$ cat src/design/ssta_pkg.sv
`timescale 1ns / 1ps
`default_nettype none

package ssta_pkg;

    localparam int VALUE_BITS     = 32;
    localparam int FIELD_COORD    = 10;
    localparam int DEF_CAPACITY   = 32;
    localparam int DEF_COORD_BITS = 10;

    typedef enum logic [1:0] {
        FN_INSERT = 2'd0,
        FN_READ   = 2'd1,
        FN_CLEAR  = 2'd2
    } t_func;

    typedef enum logic [2:0] {
        ST_INSERTED = 3'd0,
        ST_ACCUM    = 3'd1,
        ST_FULL     = 3'd2,
        ST_READ_OK  = 3'd3,
        ST_READ_BAD = 3'd4,
        ST_CLEARED  = 3'd5
    } t_status;

    typedef struct packed {
        logic cmp;
        logic acc;
        logic ins;
    } t_cell_ctl;

endpackage

`default_nettype wire

$ cat src/design/ssta_cell.sv
`timescale 1ns / 1ps
`default_nettype none

module ssta_cell
    import ssta_pkg::*;
#(
    parameter int COORD_BITS = DEF_COORD_BITS
) (
    input  wire logic                  i_clk,
    input  wire logic                  i_rst_n,
    input  wire t_cell_ctl             i_ctl,
    input  wire logic                  i_occ,
    input  wire logic [COORD_BITS-1:0] i_new_row,
    input  wire logic [COORD_BITS-1:0] i_new_col,
    input  wire logic [VALUE_BITS-1:0] i_new_val,
    input  wire logic [COORD_BITS-1:0] i_prev_row,
    input  wire logic [COORD_BITS-1:0] i_prev_col,
    input  wire logic [VALUE_BITS-1:0] i_prev_val,
    input  wire logic                  i_prev_gt,
    output logic [COORD_BITS-1:0]      o_row,
    output logic [COORD_BITS-1:0]      o_col,
    output logic [VALUE_BITS-1:0]      o_val,
    output logic                       o_gt,
    output logic                       o_eq
);

    logic [COORD_BITS-1:0] r_row, n_row;
    logic [COORD_BITS-1:0] r_col, n_col;
    logic [VALUE_BITS-1:0] r_val, n_val;
    logic                  r_gt, n_gt;
    logic                  r_eq, n_eq;

    always_comb begin
        n_row = r_row;
        n_col = r_col;
        n_val = r_val;
        n_gt  = r_gt;
        n_eq  = r_eq;
        if (i_ctl.cmp) begin
            n_gt = !i_occ || (r_row > i_new_row) ||
                   ((r_row == i_new_row) && (r_col > i_new_col));
            n_eq = i_occ && (r_row == i_new_row) && (r_col == i_new_col);
        end
        if (i_ctl.acc && r_eq) begin
            n_val = r_val + i_new_val;
        end
        if (i_ctl.ins && r_gt) begin
            if (i_prev_gt) begin
                n_row = i_prev_row;
                n_col = i_prev_col;
                n_val = i_prev_val;
            end else begin
                n_row = i_new_row;
                n_col = i_new_col;
                n_val = i_new_val;
            end
        end
    end

    always_ff @(posedge i_clk) begin
        r_row <= n_row;
        r_col <= n_col;
        r_val <= n_val;
    end

    always_ff @(posedge i_clk) begin
        if (!i_rst_n) begin
            r_gt <= 1'b0;
            r_eq <= 1'b0;
        end else begin
            r_gt <= n_gt;
            r_eq <= n_eq;
        end
    end

    assign o_row = r_row;
    assign o_col = r_col;
    assign o_val = r_val;
    assign o_gt  = r_gt;
    assign o_eq  = r_eq;

endmodule

`default_nettype wire

$ cat config.mk
export PLATFORM = sky130hd
export DESIGN_NAME = ssta_cell
export DESIGN_NICKNAME = d
export VERILOG_FILES = /design/src/design/ssta_pkg.sv /design/src/design/ssta_cell.sv
export SDC_FILE = /design/constraint.sdc
export NUM_CORES = 1
export LEC_CHECK = 0
export BUFFER_PORTS_ARGS = -buffer_cell sky130_fd_sc_hd__buf_4
export CAP_MARGIN = 20
export CORE_ASPECT_RATIO = 1.2
export CORE_MARGIN = 2
export CORE_UTILIZATION = 46
export CTS_CLUSTER_DIAMETER = 50
export DETAILED_ROUTE_END_ITERATION = 12
export PLACE_DENSITY = 0.79
export SLEW_MARGIN = 20
export SYNTH_ARGS = -nofsm -noshare
export SYNTH_HDL_FRONTEND = slang
export SYNTH_SLANG_ARGS = --single-unit
$ cat constraint.sdc
create_clock -name i_clk -period 3.2 [get_ports i_clk]
set_input_delay 0.32 -clock i_clk [delete_from_list [all_inputs] [get_ports i_clk]]
set_output_delay 0.32 -clock i_clk [all_outputs]
set_load 0.05 [all_outputs]
Word level (Yosys, flattened, before mapping):

Index checks and enable logic that the tools add are counted.

* register bits after elaboration: 54
* logic and storage cells: 24
* output and inout bits: 54
* input port bits: 111

* eq/ne operators: 2
* reduce and logical (&&, ||, !) cells: 9
* magnitude comparators: 2
* add/subtract/negate cells: 1
* mux-type cells: 5

Operator list (count)
* $mux W32: 3
* $add A32 B32 Y32: 1
* $eq A10 B10 Y1: 2
* $gt A10 B10 Y1: 2
* $mux W10: 2
* $logic_and A1 B1 Y1: 5
* $logic_or A1 B1 Y1: 2
* $reduce_bool A2 Y1: 1
* $logic_not A1 Y1: 1

Longest topological paths before layout:

Gate-level depths: netlist of the first run.

* depth in word-level cells: 3
* gate-level depth with buffers: 12
* gate-level depth less buffers: 12

Worst setup path after synthesis of the first run:

Ideal clock, no wire load.

* path type: register to register
* from: register r_val[14] (netlist: o_val[14])
* to: register r_val[31] (netlist: o_val[31]), data pin
* required time: 2.939 ns
* buffers on the path: 0
* slack: -0.131 ns
* arrival: 3.070 ns
* stages on the path, launching flop included: 12
* clock period less this slack: 3.331 ns
* setup time: 0.261 ns
* path through: edfxtp_1 -> ha_1 -> a21o_1 -> a21o_1 -> a21o_1 -> a211o_1 -> o21ai_2 -> nor4_1 -> o211a_1 -> or3_1 -> and3_1 -> a311o_1

* longest elaborated chain between the ends: 3

RTL lines
* start: declaration: line ssta_cell.sv:29 `logic [VALUE_BITS-1:0] r_val, n_val;`
* start signal: assignment: line ssta_cell.sv:63 `r_val <= n_val;`
* $add A32 B32 Y32: line ssta_cell.sv:45 `n_val = r_val + i_new_val;`
* $mux W32: line ssta_cell.sv:44 `if (i_ctl.acc && r_eq) begin`
* $mux W32: line ssta_cell.sv:47 `if (i_ctl.ins && r_gt) begin`
* named net n_val[31]: line ssta_cell.sv:29

The timed path passes the listed nets, and every way through them passes these cells. The select of a mux whose other input is x is not followed.
A chain may end at the register's enable or synchronous reset.

Worst setup path in the final report of the first run:

* from: register r_val[1] (netlist: o_val[1])
* to: register r_val[31] (netlist: o_val[31]), data pin

Same word-level chain as after synthesis.

==> results.json, run 1 <==
{
  "status": "complete, no violations",
  "comb_power_share_pct": 38.1,
  "die_y_um": 112,
  "rows": 39,
  "crit_slowest_cell": "edfxtp_1",
  "synthCells": 493,
  "path_clk_slew_ns": 0.08,
  "synth_warnings": 0,
  "die_w_um": 94.0,
  "finalSetupViolCount": 0,
  "synth_nets": 656,
  "firstDrtPassIters": 4,
  "layout_common_cells": "178 x buf_4, 56 x nand2_1, 52 x edfxtp_1, 50 x a21oi_1, 47 x ha_1",
  "htree_levels": 2,
  "numCtsBuffers": 5,
  "grt_pass1_vias": 4243,
  "p_int_mw": 1.53,
  "synth.distinct_cells": 45,
  "crit_type": "flip-flop to flip-flop",
  "critical_path.cell_chain": "ha_1 > a21o_1 > nand4_1 > a31oi_4 > a211o_1 > o21ai_2 > nor4_2 > o211a_1 > or3_4 > and3_4 > a311o_1",
  "crit_buf_inv": 0,
  "cts_buffer_depth": 2,
  "skew_ns": 0.00913,
  "drt_wl_total_um": 12800,
  "final_core_util_pct": 64.6,
  "hpwl_um": 9690,
  "synth_seq_cells": 54,
  "powerDensity_nw_per_um2": 379,
  "drc_errors": 0,
  "wl_per_cell_um": 16.3,
  "fill_cells": 778,
  "min_period_ns": 3.08,
  "drtAntennaViolNets": 0,
  "max_cap_viol_count": 0,
  "hold_violations": 0,
  "synth_edf_count": 52,
  "clockPowerShare_pct": 24.6,
  "period_share_pct": 96.1,
  "cp-end-kind": "flip-flop",
  "cp_data_arrival_time_ns": 3.13,
  "drive_gt1_share_pct": 31.1,
  "power_leakage_nw": 2.88,
  "cts_tree": "built",
  "gp_congestion": 0.858,
  "nNetsFinal": 824,
  "clockRootBuffer": "clkbuf_16",
  "p_switching_uw": 803,
  "ir_drop_mv": 0.248,
  "portBuffers": 164,
  "min_path_type": "primary input to flip-flop",
  "seq_area_frac_synth_pct": 35.8,
  "whs_ns": 0.273,
  "syn_area_per_cell_um2": 9.07,
  "drtIter0Drc": 168,
  "vias": 4324,
  "clkLatencyLatePin_ns": 0.30,
  "antenna_cells": 0,
  "fp.dieArea_um2": 10500,
  "drv_slew": 0,
  "path_delay_family": "compound AO/OA/AOI/OAI gates",
  "synth_area_um2": 4470,
  "setup_slack_ns": 0.124,
  "total_power_mw": 2.33,
  "p_seq_share_pct": 37.3,
  "mostFrequentLayoutCell": "buf_4",
  "synth_flop_cell": "edfxtp_1",
  "ctsHoldBuffers": 0,
  "max_stage_delay_ns": 0.45,
  "max_freq_mhz": 325,
  "pin_count": 165,
  "cts_sinks": 54,
  "synthArstFlopShare_pct": 0,
  "start_util_pct": 47.0,
  "core_area_um2": 9520,
  "critPathLaunchType": "flip-flop",
  "swShare_pct": 34.5,
  "dp_slack_ns": 0.00766,
  "routed_via_density": 5.51,
  "area_growth_pct": 37.4,
  "grt_usage_pct": 23.3,
  "maxSlewHeadroom_pct": 39.3,
  "crit_fanout": 3,
  "worst_pin_slew_ns": 0.910,
  "grt_antenna_before_repair": 0,
  "required_ns": 3.25,
  "grt_max_degree": 76,
  "grt_pass1_wl_um": 19600,
  "grt-ovfl-total": 0
}
## worst paths after layout
check                start        end  slack [ns]  cells after the start
setup / recovery  o_val[1]  o_val[31]        0.12                     11
setup reg to reg  o_val[1]  o_val[31]        0.12                     11
hold / removal     i_rst_n       o_gt        0.27                      3
hold reg to reg       o_eq       o_eq        0.50                      2
## area by class of cell
class | instances | area [um2] | share of cell area (%)
clock buffers | 5 | 125 | 2.04
clock inverters | 3 | 23.8 | 0.387
inverters | 31 | 116 | 1.89
multi-input cells | 391 | 2790 | 45.4
flip-flops and latches | 54 | 1600 | 26.1
well taps | 123 | 154 | 2.50
repair buffers | 178 | 1340 | 21.7
## synthesized netlist by cell type, types with 2 or more instances
master | n | area (um2)
nor2_1 | 29 | 109
a21boi_0 | 2 | 15.0
a211o_1 | 2 | 17.5
o21a_1 | 2 | 15.0
o31ai_1 | 3 | 22.5
a211oi_1 | 4 | 30.0
xor2_1 | 11 | 96.3
nand2b_1 | 4 | 25.0
nand3_1 | 7 | 35.0
mux2_2 | 3 | 33.8
ha_1 | 51 | 638
o211ai_1 | 2 | 15.0
edfxtp_1 | 52 | 1560
a21o_1 | 19 | 143
xnor2_1 | 18 | 158
o21bai_1 | 2 | 15.0
and2_1 | 4 | 25.0
clkbuf_1 | 15 | 56.3
mux2i_1 | 26 | 260
and3_1 | 2 | 12.5
inv_1 | 30 | 113
nor2b_1 | 7 | 43.8
o21ai_0 | 50 | 250
nor3_1 | 3 | 15.0
o2111ai_1 | 2 | 17.5
nand2_1 | 56 | 210
dfxtp_1 | 2 | 40.0
or3_1 | 3 | 18.8
a31oi_1 | 3 | 18.8
buf_1 | 2 | 7.51
nand4_1 | 11 | 68.8
a21oi_1 | 53 | 265
## power groups by stage
| stage | registers (mW) | clock network [mW] | logic [mW] |
|---|---|---|---|
| after global placement | 0.881 | 0 | 0.835 |
| after detailed placement | 0.883 | 0 | 0.854 |
| after floorplan | 1.00 | 0 | 0.448 |
| after global routing | 0.872 | 0.606 | 0.968 |
| after CTS | 0.867 | 0.580 | 0.860 |
| final | 0.868 | 0.573 | 0.888 |
## per-layer routing
| layer | GRT usage, % | share of wire [%] |
|---|---|---|
| met1 | 28.2 | 40 |
| met3 | 3.86 | 6.4 |
| met5 | 0 | 0 |
| met2 | 42.1 | 52 |
| met4 | 6.86 | 1.4 |
## registers in the layout, indices dropped and copies added (netlist names)
register / flops
o_col: 10
o_eq: 1
o_gt: 1
o_row: 10
o_val: 32
## cell families (layout without fill, tap and decap cells)
family | after synthesis | in the layout | share of synthesized area (%)
muxes | 29 | 29 | 6.58
DFF | 54 | 54 | 35.8
xor gates and xnor gates | 29 | 29 | 5.68
buffers and inverters | 48 | 217 | 4.03
and+or+nand+nor | 129 | 129 | 13.1
AOI/OAI and AO/OA | 152 | 152 | 20.1
adders and majority gates | 52 | 52 | 14.7
## through the flow
| stage | instances | instance area, um2 | setup TNS [ns] |
|---|---|---|---|
| 6_report | 785 | 6140 | 0 |
| 4_1_cts | 779 | 6030 | 0 |
| 3_5_place_dp | 771 | 5880 | 0 |
| 2_1_floorplan | 493 | 4500 | -0.0487 |
| 3_3_place_gp | 771 | 5880 | 0 |
| 5_1_grt | 785 | 6140 | -0.00983 |
## worst register-to-register path: stages, from the launching register on
cell	delay [ns]
edfxtp_1	0.45
ha_1	0.31
a21o_1	0.20
nand4_1	0.16
a31oi_4	0.14
a211o_1	0.29
o21ai_2	0.18
nor4_2	0.07
o211a_1	0.23
or3_4	0.33
and3_4	0.17
a311o_1	0.30
## repair_timing
| item | 4_1_cts | 5_1_grt |
|---|---|---|
| setup endpoints to repair | 0 | 7 |
| resized for setup | 0 | 16 |
| buffers inserted | 0 | 6 |
| hold endpoints to repair | 0 | 0 |
Note: power is estimated with default switching activity, not from simulation.
==> run 2: changes to the inputs <==
--- a/config.mk
+++ b/config.mk
@@ -13,6 +13,7 @@
 export CTS_CLUSTER_DIAMETER = 50
 export DETAILED_ROUTE_END_ITERATION = 12
 export PLACE_DENSITY = 0.79
+export RECOVER_POWER = 100
 export SLEW_MARGIN = 20
 export SYNTH_ARGS = -nofsm -noshare
 export SYNTH_HDL_FRONTEND = slang
==> results.json, run 2 (synthesis gave the netlist of run 1 again) <==
{
  "status": "finished with violations",
  "violations": "max-capacitance violations, max-slew violations",
  "crit_slowest_cell": "edfxtp_1",
  "crit_type": "flip-flop to flip-flop",
  "gp_congestion": 0.858,
  "cp_data_arrival_time_ns": 3.12,
  "fp.dieArea_um2": 10500,
  "maxSlewHeadroom_pct": -19.3,
  "vias": 4329,
  "die_y_um": 112,
  "final_core_util_pct": 62.4,
  "grt-ovfl-total": 0,
  "pin_count": 165,
  "nNetsFinal": 824,
  "critPathLaunchType": "flip-flop",
  "hold_violations": 0,
  "drt_wl_total_um": 12800,
  "firstDrtPassIters": 4,
  "clockRootBuffer": "clkbuf_16",
  "drv_slew": 76,
  "grt_max_degree": 76,
  "routed_via_density": 5.51,
  "worst_pin_slew_ns": 1.79,
  "mostFrequentLayoutCell": "buf_4",
  "cts_buffer_depth": 2,
  "grt_pass1_vias": 4243,
  "period_share_pct": 95.8,
  "min_period_ns": 3.07,
  "layout_common_cells": "122 x buf_4, 56 x nand2_1, 54 x clkbuf_1, 52 x edfxtp_1, 50 x a21oi_1",
  "ir_drop_mv": 0.251,
  "die_w_um": 94.0,
  "critical_path.cell_chain": "ha_1 > a21o_1 > nand4_1 > a31oi_4 > a211o_1 > o21ai_2 > nor4_2 > o211a_1 > or3_4 > and3_4 > a311o_1",
  "cts_sinks": 54,
  "drtIter0Drc": 170,
  "htree_levels": 2,
  "antenna_cells": 0,
  "drive_gt1_share_pct": 22.8,
  "rows": 39,
  "largest_reg_flops": 32,
  "cts_tree": "built",
  "grt_pass1_wl_um": 19600,
  "cp-end-kind": "flip-flop",
  "drc_errors": 0,
  "crit_fanout": 3,
  "area_growth_pct": 32.8,
  "path_clk_slew_ns": 0.08,
  "portBuffers": 164,
  "max_freq_mhz": 326,
  "power_leakage_nw": 2.69,
  "skew_ns": 0.00895,
  "max_stage_delay_ns": 0.44,
  "max_cap_viol_count": 1,
  "start_util_pct": 47.0,
  "core_area_um2": 9520,
  "min_path_type": "primary input to flip-flop",
  "finalSetupViolCount": 0,
  "hpwl_um": 9690,
  "numCtsBuffers": 5,
  "fill_cells": 839,
  "grt_usage_pct": 23.3,
  "powerDensity_nw_per_um2": 388,
  "ctsHoldBuffers": 0,
  "required_ns": 3.25,
  "grt_antenna_before_repair": 0,
  "clkLatencyLatePin_ns": 0.31,
  "drtAntennaViolNets": 0,
  "wl_per_cell_um": 16.3,
  "whs_ns": 0.274
}
## run 2: changes by cell type in the layout (fill, tap and decap cells not counted)
cell	change
buf_4	-56
clkbuf_1	+54
clkbuf_2	+2
inv_1	+1
inv_2	-1
## run 2: worst max-delay path, delay by kind of cell, from the launching register on
kind	cells	cell delay (ns)
compound gates	6	1.32
fa+ha+maj	1	0.31
flops	1	0.44
simple gates	4	0.73
## run 2: final timing paths
kind                            slack, ns  depth (start not counted)         to     start
worst min-delay path                 0.27                          3       o_gt   i_rst_n
worst max-delay path                 0.13                         11  o_val[31]  o_val[1]
worst min register to register       0.50                          2       o_eq      o_eq
worst max register to register       0.13                         11  o_val[31]  o_val[1]
## run 2: metal layers
layer	track usage, %	vias to the layer above	routed length, um
met4	6.86	0	199
met2	42.1	161	6520
li1	-	2139	-
met1	28.2	2012	5290
met3	3.86	17	787
met5	0	-	0
## run 2: report_power, final
part | internal (mW) | leakage [nW] | switching (mW)
clock | 0.294 | 0.0664 | 0.282
sequential | 0.844 | 0.496 | 0.0233
combinational | 0.361 | 2.12 | 0.499
total | 1.50 | 2.69 | 0.804
## run 2: final cells by class
type | count | area [um2] | share of cell area, %
Multi-Input combinational cell | 391 | 2790 | 47.0
Sequential cell | 54 | 1600 | 27.0
Timing Repair Buffer | 178 | 1130 | 19.0
Tap cell | 123 | 154 | 2.59
Clock buffer | 5 | 125 | 2.11
Inverter | 31 | 116 | 1.96
Clock inverter | 3 | 23.8 | 0.400
## run 2: what timing repair did
| item | 4_1_cts | 5_1_grt |
|---|---|---|
| resized for setup | 0 | 16 |
| setup buffers | 0 | 6 |
| setup endpoints to repair | 0 | 7 |
## run 2: metrics by stage
step           setup TNS [ns]  instances  setup slack [ns]  total power, mW  area, um2
6_report                    0        785             0.135             2.30       5940
4_1_cts                     0        779            0.0173             2.31       6030
5_1_grt               -0.0105        785          -0.00563             2.42       5940
2_1_floorplan         -0.0487        493           -0.0487             1.45       4500
3_5_place_dp                0        771           0.00766             1.74       5880
3_3_place_gp                0        771            0.0624             1.72       5880
